## src/rtl/tcs_pkg.sv

```systemverilog
// Types, constants and helper functions for the tilt cursor stepper.
package tcs_pkg;

    // Configuration register indexes.
    typedef enum logic [3:0] {
        CFG_X_OFFSET       = 4'd0,
        CFG_Y_OFFSET       = 4'd1,
        CFG_TILT_THRESHOLD = 4'd2,
        CFG_FACE_THRESHOLD = 4'd3,
        CFG_COOLDOWN_TICKS = 4'd4,
        CFG_INVERT_AXES    = 4'd5,
        CFG_MOUNT_ROTATION = 4'd6,
        CFG_SERPENTINE_MAP = 4'd7
    } cfg_addr_t;

    typedef enum logic [1:0] {
        ROT_0   = 2'd0,
        ROT_90  = 2'd1,
        ROT_180 = 2'd2,
        ROT_270 = 2'd3
    } rot_t;

    typedef struct packed {
        logic [7:0] red;
        logic [7:0] green;
        logic [7:0] blue;
    } color_t;

    localparam logic [15:0] LFSR_SEED       = 16'hACE1;
    localparam logic [14:0] TILT_THR_RESET  = 15'd3000;
    localparam logic [14:0] FACE_THR_RESET  = 15'd2000;
    localparam logic [7:0]  COOLDOWN_RESET  = 8'd12;
    localparam logic [7:0]  DARK_LIMIT      = 8'd20;
    localparam logic [7:0]  BRIGHTEN_STEP   = 8'd40;
    localparam color_t      COLOR_RESET     = '{red: 8'hFF, green: 8'h00, blue: 8'h00};

    // One shift of the 16-bit LFSR, taps 0, 2, 3 and 5 fed back into bit 15.
    function automatic logic [15:0] lfsr_step(input logic [15:0] s);
        logic fb;
        fb = s[0] ^ s[2] ^ s[3] ^ s[5];
        return {fb, s[15:1]};
    endfunction

endpackage

```

## src/rtl/tilt_cursor_stepper.sv

```systemverilog
// Top level of the tilt cursor stepper: sample register, tick update and result register.
//
//  Channel  Direction  Handshake             Carries
//  s_       in         s_valid / s_ready     accel_x, accel_y, accel_z, button_level
//  m_       out        m_valid / m_ready     cursor_x/y, pixel_index, red/green/blue, redraw
//  cfg_     in         cfg_valid / cfg_ready cfg_index, cfg_data (always ready)
//
// A sample lands in the input register; the whole tick update then runs against the cursor
// state and writes the result register once that register is empty or being read. One
// transaction per cycle is sustained while m_ready stays high.
// A stalled result holds the input register; a new sample is taken whenever the input
// register empties in the same cycle. Reset is synchronous and clears both stages and
// puts the cursor, colour, LFSR and registers back to their defaults.
module tilt_cursor_stepper
    import tcs_pkg::*;
#(
    parameter int MATRIX_WIDTH  = 8,
    parameter int MATRIX_HEIGHT = 8
) (
    input  logic               aclk,
    input  logic               aresetn,

    input  logic               s_valid,
    output logic               s_ready,
    input  logic signed [15:0] s_accel_x,
    input  logic signed [15:0] s_accel_y,
    input  logic signed [15:0] s_accel_z,
    input  logic               s_button_level,

    output logic               m_valid,
    input  logic               m_ready,
    output logic [2:0]         m_cursor_x,
    output logic [2:0]         m_cursor_y,
    output logic [5:0]         m_pixel_index,
    output logic [7:0]         m_red,
    output logic [7:0]         m_green,
    output logic [7:0]         m_blue,
    output logic               m_redraw,

    input  logic               cfg_valid,
    output logic               cfg_ready,
    input  logic [3:0]         cfg_index,
    input  logic [15:0]        cfg_data
);

    localparam int ColW    = $clog2(MATRIX_WIDTH);
    localparam int RowW    = $clog2(MATRIX_HEIGHT);
    localparam int IdxW    = $clog2(MATRIX_WIDTH * MATRIX_HEIGHT);
    localparam int OutColW = (ColW > 3) ? ColW : 3;
    localparam int OutRowW = (RowW > 3) ? RowW : 3;
    localparam int PixW    = (IdxW > 6) ? IdxW : 6;
    localparam logic [ColW-1:0] ColMax   = ColW'(MATRIX_WIDTH - 1);
    localparam logic [RowW-1:0] RowMax   = RowW'(MATRIX_HEIGHT - 1);
    localparam logic [ColW-1:0] ColReset = ColW'((MATRIX_WIDTH > 3) ? 3 : MATRIX_WIDTH - 1);
    localparam logic [RowW-1:0] RowReset = RowW'((MATRIX_HEIGHT > 3) ? 3 : MATRIX_HEIGHT - 1);

    // Configuration registers.
    logic signed [15:0] x_offset_reg;
    logic signed [15:0] y_offset_reg;
    logic [14:0]        tilt_thr_reg;
    logic [14:0]        face_thr_reg;
    logic [7:0]         cooldown_ticks_reg;
    logic [1:0]         invert_axes_reg;
    rot_t               mount_rot_reg;
    logic               serpentine_reg;

    // Input register.
    logic               in_valid_reg;
    logic signed [15:0] ax_reg;
    logic signed [15:0] ay_reg;
    logic signed [15:0] az_reg;
    logic               btn_reg;

    // Cursor state.
    logic [ColW-1:0]    col_reg,       col_next;
    logic [RowW-1:0]    row_reg,       row_next;
    logic               face_down_reg, face_down_next;
    logic [7:0]         cool_reg,      cool_next;
    logic [15:0]        lfsr_reg,      lfsr_next;
    color_t             color_reg,     color_next;
    logic               last_btn_reg;

    // Result register.
    logic               out_valid_reg;
    logic [2:0]         cursor_x_reg,  cursor_x_next;
    logic [2:0]         cursor_y_reg,  cursor_y_next;
    logic [5:0]         pixel_reg,     pixel_next;
    color_t             out_color_reg;
    logic               redraw_reg,    redraw_next;

    logic               advance;
    logic signed [15:0] x_adj, y_adj, rx, ry, mx, my;
    logic signed [16:0] z_ext, mx_ext, my_ext;
    logic signed [16:0] face_pos, face_neg, tilt_pos, tilt_neg;
    logic               x_gt, x_lt, y_gt, y_lt;
    logic               x_inc, x_dec, y_inc, y_dec;
    logic [ColW-1:0]    col_step;
    logic [RowW-1:0]    row_step;
    logic               moved, press;
    logic [15:0]        lfsr_drawn;
    color_t             color_drawn;
    logic [ColW-1:0]    col_sel;
    logic [PixW-1:0]    pixel_full;
    logic [OutColW-1:0] col_wide;
    logic [OutRowW-1:0] row_wide;

    assign advance   = in_valid_reg && (!out_valid_reg || m_ready);
    assign s_ready   = !in_valid_reg || advance;
    assign cfg_ready = 1'b1;

    assign m_valid       = out_valid_reg;
    assign m_cursor_x    = cursor_x_reg;
    assign m_cursor_y    = cursor_y_reg;
    assign m_pixel_index = pixel_reg;
    assign m_red         = out_color_reg.red;
    assign m_green       = out_color_reg.green;
    assign m_blue        = out_color_reg.blue;
    assign m_redraw      = redraw_reg;

    tcs_color u_color (
        .lfsr_word      (lfsr_reg),
        .lfsr_word_next (lfsr_drawn),
        .color          (color_drawn)
    );

    always_comb begin
        // Offset correction and mount rotation, all wrapping in 16 bits.
        x_adj = ax_reg - x_offset_reg;
        y_adj = ay_reg - y_offset_reg;
        case (mount_rot_reg)
            ROT_0: begin
                rx = x_adj;
                ry = y_adj;
            end
            ROT_90: begin
                rx = -y_adj;
                ry = x_adj;
            end
            ROT_180: begin
                rx = -x_adj;
                ry = -y_adj;
            end
            ROT_270: begin
                rx = y_adj;
                ry = -x_adj;
            end
            default: begin
                rx = x_adj;
                ry = y_adj;
            end
        endcase

        // Face tracking: inside the band the previous face is kept.
        z_ext    = {az_reg[15], az_reg};
        face_pos = $signed({2'b00, face_thr_reg});
        face_neg = -face_pos;
        if (z_ext >= face_pos) begin
            face_down_next = 1'b0;
        end else if (z_ext <= face_neg) begin
            face_down_next = 1'b1;
        end else begin
            face_down_next = face_down_reg;
        end
        mx = face_down_next ? -rx : rx;
        my = face_down_next ? -ry : ry;

        // Positive tilt steps towards zero, negative tilt away from it; an inverted axis swaps them.
        mx_ext   = {mx[15], mx};
        my_ext   = {my[15], my};
        tilt_pos = $signed({2'b00, tilt_thr_reg});
        tilt_neg = -tilt_pos;
        x_gt  = mx_ext > tilt_pos;
        x_lt  = mx_ext < tilt_neg;
        y_gt  = my_ext > tilt_pos;
        y_lt  = my_ext < tilt_neg;
        x_inc = invert_axes_reg[0] ? x_gt : x_lt;
        x_dec = invert_axes_reg[0] ? x_lt : x_gt;
        y_inc = invert_axes_reg[1] ? y_gt : y_lt;
        y_dec = invert_axes_reg[1] ? y_lt : y_gt;

        if (x_inc && col_reg != ColMax) begin
            col_step = col_reg + 1'b1;
        end else if (x_dec && col_reg != '0) begin
            col_step = col_reg - 1'b1;
        end else begin
            col_step = col_reg;
        end
        if (y_inc && row_reg != RowMax) begin
            row_step = row_reg + 1'b1;
        end else if (y_dec && row_reg != '0) begin
            row_step = row_reg - 1'b1;
        end else begin
            row_step = row_reg;
        end

        moved    = (cool_reg == 8'd0) && ((col_step != col_reg) || (row_step != row_reg));
        col_next = moved ? col_step : col_reg;
        row_next = moved ? row_step : row_reg;

        // The cooldown is loaded on a move and counts down in the same tick.
        if (moved) begin
            cool_next = (cooldown_ticks_reg == 8'd0) ? 8'd0 : cooldown_ticks_reg - 8'd1;
        end else begin
            cool_next = (cool_reg == 8'd0) ? 8'd0 : cool_reg - 8'd1;
        end

        press      = last_btn_reg && !btn_reg;
        lfsr_next  = press ? lfsr_drawn : lfsr_reg;
        color_next = press ? color_drawn : color_reg;

        redraw_next = moved || press;

        col_sel    = (serpentine_reg && row_next[0]) ? ColMax - col_next : col_next;
        pixel_full = PixW'(row_next) * PixW'(MATRIX_WIDTH) + PixW'(col_sel);
        pixel_next = pixel_full[5:0];
        col_wide   = OutColW'(col_next);
        row_wide   = OutRowW'(row_next);
        cursor_x_next = col_wide[2:0];
        cursor_y_next = row_wide[2:0];
    end

    // Configuration writes.
    always_ff @(posedge aclk) begin
        if (!aresetn) begin
            x_offset_reg       <= '0;
            y_offset_reg       <= '0;
            tilt_thr_reg       <= TILT_THR_RESET;
            face_thr_reg       <= FACE_THR_RESET;
            cooldown_ticks_reg <= COOLDOWN_RESET;
            invert_axes_reg    <= '0;
            mount_rot_reg      <= ROT_0;
            serpentine_reg     <= 1'b0;
        end else if (cfg_valid) begin
            case (cfg_index)
                CFG_X_OFFSET:       x_offset_reg       <= $signed(cfg_data);
                CFG_Y_OFFSET:       y_offset_reg       <= $signed(cfg_data);
                CFG_TILT_THRESHOLD: tilt_thr_reg       <= cfg_data[14:0];
                CFG_FACE_THRESHOLD: face_thr_reg       <= cfg_data[14:0];
                CFG_COOLDOWN_TICKS: cooldown_ticks_reg <= cfg_data[7:0];
                CFG_INVERT_AXES:    invert_axes_reg    <= cfg_data[1:0];
                CFG_MOUNT_ROTATION: mount_rot_reg      <= rot_t'(cfg_data[1:0]);
                CFG_SERPENTINE_MAP: serpentine_reg     <= cfg_data[0];
                default: begin
                end
            endcase
        end
    end

    // Input register.
    always_ff @(posedge aclk) begin
        if (!aresetn) begin
            in_valid_reg <= 1'b0;
        end else if (s_ready) begin
            in_valid_reg <= s_valid;
        end
    end

    always_ff @(posedge aclk) begin
        if (s_valid && s_ready) begin
            ax_reg  <= s_accel_x;
            ay_reg  <= s_accel_y;
            az_reg  <= s_accel_z;
            btn_reg <= s_button_level;
        end
    end

    // Cursor state moves on only when a sample passes into the result register.
    always_ff @(posedge aclk) begin
        if (!aresetn) begin
            col_reg       <= ColReset;
            row_reg       <= RowReset;
            face_down_reg <= 1'b0;
            cool_reg      <= '0;
            lfsr_reg      <= LFSR_SEED;
            color_reg     <= COLOR_RESET;
            last_btn_reg  <= 1'b1;
        end else if (advance) begin
            col_reg       <= col_next;
            row_reg       <= row_next;
            face_down_reg <= face_down_next;
            cool_reg      <= cool_next;
            lfsr_reg      <= lfsr_next;
            color_reg     <= color_next;
            last_btn_reg  <= btn_reg;
        end
    end

    // Result register.
    always_ff @(posedge aclk) begin
        if (!aresetn) begin
            out_valid_reg <= 1'b0;
        end else if (advance) begin
            out_valid_reg <= 1'b1;
        end else if (m_ready) begin
            out_valid_reg <= 1'b0;
        end
    end

    always_ff @(posedge aclk) begin
        if (advance) begin
            cursor_x_reg  <= cursor_x_next;
            cursor_y_reg  <= cursor_y_next;
            pixel_reg     <= pixel_next;
            out_color_reg <= color_next;
            redraw_reg    <= redraw_next;
        end
    end

endmodule

```

## src/rtl/tcs_color.sv

```systemverilog
// Colour draw: three LFSR steps give red, green and blue, with a brighten rule.
module tcs_color
    import tcs_pkg::*;
(
    input  logic [15:0] lfsr_word,
    output logic [15:0] lfsr_word_next,
    output color_t      color
);

    logic [15:0] step1;
    logic [15:0] step2;
    logic [15:0] step3;
    logic        too_dark;

    always_comb begin
        step1    = lfsr_step(lfsr_word);
        step2    = lfsr_step(step1);
        step3    = lfsr_step(step2);
        too_dark = (step1[7:0] < DARK_LIMIT) && (step2[7:0] < DARK_LIMIT)
                   && (step3[7:0] < DARK_LIMIT);
        // Red is below the dark limit here, so the addition cannot wrap.
        color.red      = too_dark ? step1[7:0] + BRIGHTEN_STEP : step1[7:0];
        color.green    = step2[7:0];
        color.blue     = step3[7:0];
        lfsr_word_next = step3;
    end

endmodule

```

## config.mk

```make
export PLATFORM = sky130hd
export DESIGN_NAME = tilt_cursor_stepper
export DESIGN_NICKNAME = d
export VERILOG_FILES = /design/src/rtl/tcs_pkg.sv /design/src/rtl/tilt_cursor_stepper.sv /design/src/rtl/tcs_color.sv
export SDC_FILE = /design/constraint.sdc
export NUM_CORES = 1
export LEC_CHECK = 0
export BUFFER_PORTS_ARGS = -buffer_cell sky130_fd_sc_hd__buf_2
export CORE_UTILIZATION = 53
export CTS_CLUSTER_SIZE = 25
export DETAILED_ROUTE_END_ITERATION = 6
export GPL_TIMING_DRIVEN = 0
export HOLD_SLACK_MARGIN = 0.05
export PLACE_DENSITY = 0.81
export SYNTH_ARGS = -nofsm -noshare
export SYNTH_HDL_FRONTEND = slang
export SYNTH_SLANG_ARGS = --single-unit
```

## constraint.sdc

```tcl
create_clock -name aclk -period 18 [get_ports aclk]
set_input_delay 3.6 -clock aclk [delete_from_list [all_inputs] [get_ports aclk]]
set_output_delay 3.6 -clock aclk [all_outputs]
set_load 0.05 [all_outputs]
```

Word level (Yosys, flattened, before mapping). Index checks and enable logic that the tools add are counted.

Add/subtract/negate cells: 17. Order comparisons: 9. Eq/ne operators: 14. Multiplexer cells: 24. Bitwise logic cells: 9. Reductions and logical operators: 34.

Operators by type and width (count): one-hot mux 16 bit (4 select lines) (2); negation 16 bit (4); < comparator 16 x 17 -> 1 bit (2); negation 15 -> 17 bit (2); greater-than comparator 16 bit (2); two-way mux 16 bit (2); two-way mux 8 bit (4); subtractor 16 bit (2); < comparator 8 x 5 -> 1 bit (second input constant) (3); two-way mux 24 bit (1); two-way mux 3 bit (7); AND reduction 2 bit (9); <= comparator 16 x 17 -> 1 bit (1); == test 4 x 3 -> 1 bit (second input constant) (4); greater-or-equal comparator 16 bit (1); zero test 8 bit (2); subtractor 8 x 1 -> 8 bit (second input constant) (2); logical AND 1 bit (11); bitwise XOR 1 bit (9); adder 8 x 6 -> 8 bit (second input constant) (1); == test 4 x 2 -> 1 bit (second input constant) (2); two-way mux 1 bit (8); adder 3 x 1 -> 3 bit (second input constant) (2); adder 6 x 3 -> 6 bit (1); other kinds (13) (23).

Bits in registers: 219. Output and inout port bits: 40. Word-level logic and storage cells: 137.

Depth between registers and ports, before layout.
Depth after elaboration: 17. Gate-level depth with buffers: 32. Depth with buffers taken out: 29.

Modules after synthesis. Synthesis repeated with hierarchy kept, for this count alone.

Cells, all modules: 1818. Area total of the unflattened synthesis: 15583.7 µm².

Modules (own cells, without submodules): tilt_cursor_stepper (times used 1, cells an instance 1760, area each 15150.8 µm², seq. area each 5154.9 µm²); tcs_color (times used 1, cells an instance 58, area each 432.9 µm², seq. area each 0.0 µm²).

Worst setup path after synthesis. OpenSTA, ideal clock, no wires.

Path kind: input port to output port. From: in m_ready. To: out s_ready. Arrival time: 4104 ps. Data required time: 14400 ps. Slack: 10296 ps. Stages on the path: 2. Buffers on the path: 0. Cells stage by stage: nor2b_1 -> nand2_1.

Word-level cells in the longest chain between the ends: 3.

Ends and longest elaborated chain: start, declared (line tilt_cursor_stepper.sv:31) `input logic m_ready,`; logical OR 1 bit (line tilt_cursor_stepper.sv:107) `assign advance = in_valid_reg && (!out_valid_reg || m_ready);`; logical AND 1 bit (line tilt_cursor_stepper.sv:107); logical OR 1 bit (line tilt_cursor_stepper.sv:108) `assign s_ready = !in_valid_reg || advance;`; end, declared (line tilt_cursor_stepper.sv:24) `output logic s_ready,`.

Every way passes these cells.

Worst setup path after layout.
From: reg face_thr_reg[3]. To: reg col_reg[2].

Word-level cells in the longest chain between the ends: 14. Elaborated cells between the ends (all ways): 28.

Ends and longest elaborated chain: start, declared (line tilt_cursor_stepper.sv:61) `logic [14:0] face_thr_reg;`; start signal, assigned (line tilt_cursor_stepper.sv:238) `CFG_FACE_THRESHOLD: face_thr_reg <= cfg_data[14:0];`; negation 15 -> 17 bit (line tilt_cursor_stepper.sv:156) `face_neg = -face_pos;`; <= comparator 16 x 17 -> 1 bit (line tilt_cursor_stepper.sv:159) `end else if (z_ext <= face_neg) begin`; two-way mux 1 bit (line tilt_cursor_stepper.sv:159); two-way mux 1 bit (*) (line tilt_cursor_stepper.sv:157) `if (z_ext >= face_pos) begin`; two-way mux 16 bit, on equally long branches (line tilt_cursor_stepper.sv:164, tilt_cursor_stepper.sv:165); < comparator 16 x 17 -> 1 bit, or another cell as far along (line tilt_cursor_stepper.sv:173) `x_lt = mx_ext < tilt_neg;`; two-way mux 1 bit, on equally long branches (line tilt_cursor_stepper.sv:177, tilt_cursor_stepper.sv:179); logical AND 1 bit, on equally long branches (line tilt_cursor_stepper.sv:183, tilt_cursor_stepper.sv:190); two-way mux 3 bit, on equally long branches (line tilt_cursor_stepper.sv:183, tilt_cursor_stepper.sv:190); two-way mux 3 bit, on equally long branches (line tilt_cursor_stepper.sv:181, tilt_cursor_stepper.sv:188); != test 3 bit (line tilt_cursor_stepper.sv:196) `moved = (cool_reg == 8'd0) && ((col_step != col_reg) || (row_step != row_reg));`; logical OR 1 bit (line tilt_cursor_stepper.sv:196); logical AND 1 bit (line tilt_cursor_stepper.sv:196); two-way mux 3 bit (*) (line tilt_cursor_stepper.sv:197) `col_next = moved ? col_step : col_reg;`; end signal, assigned (line tilt_cursor_stepper.sv:270) `col_reg <= ColReset;`; end signal, assigned (line tilt_cursor_stepper.sv:278) `col_reg <= col_next;`; end, declared (line tilt_cursor_stepper.sv:75) `logic [ColW-1:0] col_reg, col_next;`.

Mark *: on every way between the ends. The rest lies on a longest branch, timed or not. A chain may end at the register's enable or synchronous reset.

==> impl_metrics.ini <==
[drt]
remaining_drc_errors = 0
postRouteAntennaNets = 0
wl_per_cell_um = 18.7
routed_wl_um = 43900
vias = 14400
first_iter_violations = 1393
dr.pass1.iters = 6
viasPerCell = 6.14

[yosys]
yosysUniqueCellTypes = 106
yosys_warnings = 0
ys_top_cells_by_count = nand2_1, ha_1, dfxtp_1
synth-edff-count = 83
synth_nets = 2029
yosysMostFrequentCell = nand2_1
syn_inst = 1812
avgSynthCellArea_um2 = 8.57
synth_seq_cells = 216
synth_ff_type = dfxtp_1
synth_top_cell_by_area = dfxtp_1
netlist_top_cells_area = dfxtp_1, edfxtp_1, ha_1
synth-seq-area-share = 0.332
async_reset_ff_frac = 0
synth_area_mm2 = 0.0155
synth_top_area_share = 0.172

[final_layout]
largest_reg_flops = 24
fillers = 2410
instances_no_fill = 2347
num_antenna_cells = 0
syn_to_final_growth_pct = 11.9
fin_util = 0.603
fin_area_mm2 = 0.0174
drive_above_1_share = 0.116
nNetsFinal = 2164

[setup_path]
slowest_stage = or4_1
worstSetupEndpointType = flip-flop
max_stage_delay_ns = 0.58
cp_data_required_time_ns = 18.43
cp-start-kind = flip-flop
critPathArrivalTime_ns = 8.29
crit_fanout = 10
crit_top_cell = o21a_1
crit_type = reg2reg

[min_path]
hp-class = reg2reg

[timing]
setup_violations = 0
final.setup.worst_slack_ns = 10.14
whs_ns = 0.457
period_needed_ns = 7.86
final.setup.tns_ns = 0
rsz0062_at_grt = no
finClkSkew_ns = 0.0202
fmax_ghz = 0.127
period_share = 0.436
worst_slew_pin_slew_ns = 1.07
relSlewSlack = 0.282
hold_violations = 0
drv_slew = 0

[power]
power.density_mw_per_mm2 = 81.5
power.leakage_nw = 6.94
ir_worst_vdd_mv = 0.0818
power_mw = 1.41

[die]
boundaryPins = 114
rows = 62
die_area_mm2 = 0.0300
die_x_um = 173
start_util = 0.539
core_area_mm2 = 0.0288
die_h_um = 173

[clocking]
clock-sinks = 216
cts_made_buffers = 22
post_cts_resized = 0
root_buffer = clkbuf_16
cts_setup_buffers = 0
ctsHoldBuffers = 0
htree_levels = 1
cts_tree = yes
clk_latency_ns = 0.52
clk_pin_slew_worst_paths_ns = 0.06
clockBufferDepth = 3

[global_routing]
grt.overflow.total = 0
grt_max_degree = 43
first_global_vias = 13600
antenna_found_initial = 0
grt_pass1_wl_um = 69500
grt_usage = 0.287

[place]
io_buffers = 108
place_congestion = 0.990
dp_hpwl_um = 34300
placed_cell_area_mm2 = 0.0166
dp_slack_ns = 10.20
dp_cells = 2307

[status]
status = complete, no violations

[run]
maxCapViolCount = 0
per-layer routing:
layer | routed length (µm) | part of all wire | vias up | GRT usage
met5 | 0 | 0 | - | 0
met4 | 1570 | 0.036 | 0 | 0.111
met3 | 3940 | 0.090 | 97 | 0.0400
met2 | 19200 | 0.44 | 656 | 0.453
met1 | 19100 | 0.44 | 6787 | 0.398
li1 | - | - | 6870 | -
logic make-up (layout without fill, tap and decap cells):
kind of cell    after synthesis  after routing  synth area share
fa+ha+maj                   143            143             0.116
xor+xnor                     88             88            0.0506
flops                       216            216             0.332
buf+inv                     184            335            0.0468
mux                          58             58            0.0449
other cells                   1              1          0.000242
simple gates                684            684             0.215
compound gates              438            438             0.195
where the power goes:
part | switching, mW | leakage (nW) | internal (mW)
registers | 0.0133 | 1.88 | 0.533
logic | 0.244 | 4.69 | 0.146
clock network | 0.195 | 0.376 | 0.284
layout by cell type, fill, tap and decap left out, drive strengths merged, types with 16 or more instances in the layout:
cell	instances
buf	129
nor3	50
mux2i	40
edfxtp	83
clkbuf	87
xnor2	65
a21oi	136
nand3	43
a21o	16
nand2	279
o21ai	64
nor2b	20
inv	107
a211oi	24
dfxtp	133
o211ai	29
xor2	23
ha	141
nor4	19
nand4	20
nor2	125
o21a	33
nand2b	19
worst max-delay path, delay by kind of cell, from the launching register on:
family | cells | cell delay, ns
AND/OR/NAND/NOR | 8 | 2.39
XOR/XNOR | 1 | 0.11
AO/OA/AOI/OAI | 14 | 2.70
flip-flops | 1 | 0.32
multiplexers | 2 | 0.76
adder cells (fa/ha/maj) | 2 | 0.61
buffers and inverters | 4 | 0.89
area by class of cell:
class                           count  area [µm²]  share of cell area
Multi-Input combinational cell   1412        9640               0.555
Sequential cell                   216        5150               0.297
Clock buffer                       27         601              0.0346
Timing Repair Buffer              111         591              0.0340
Tap cell                          384         480              0.0277
Inverter                          105         394              0.0227
Buffer                             79         334              0.0192
Clock inverter                     13         164             0.00944
final timing paths:
check,from,end,slack [ns],cells after the start
setup / recovery,face_thr_reg[3]$_SDFFE_PN0P_,col_reg[2]$_SDFFE_PN0P_,10.14,31
hold / removal,color_reg[3]$_SDFFE_PN0P_,color_reg[3]$_SDFFE_PN0P_,0.46,2
setup reg to reg,face_thr_reg[3]$_SDFFE_PN0P_,col_reg[2]$_SDFFE_PN0P_,10.14,31
hold reg to reg,color_reg[3]$_SDFFE_PN0P_,color_reg[3]$_SDFFE_PN0P_,0.46,2
(Power assumes the default switching activity.)
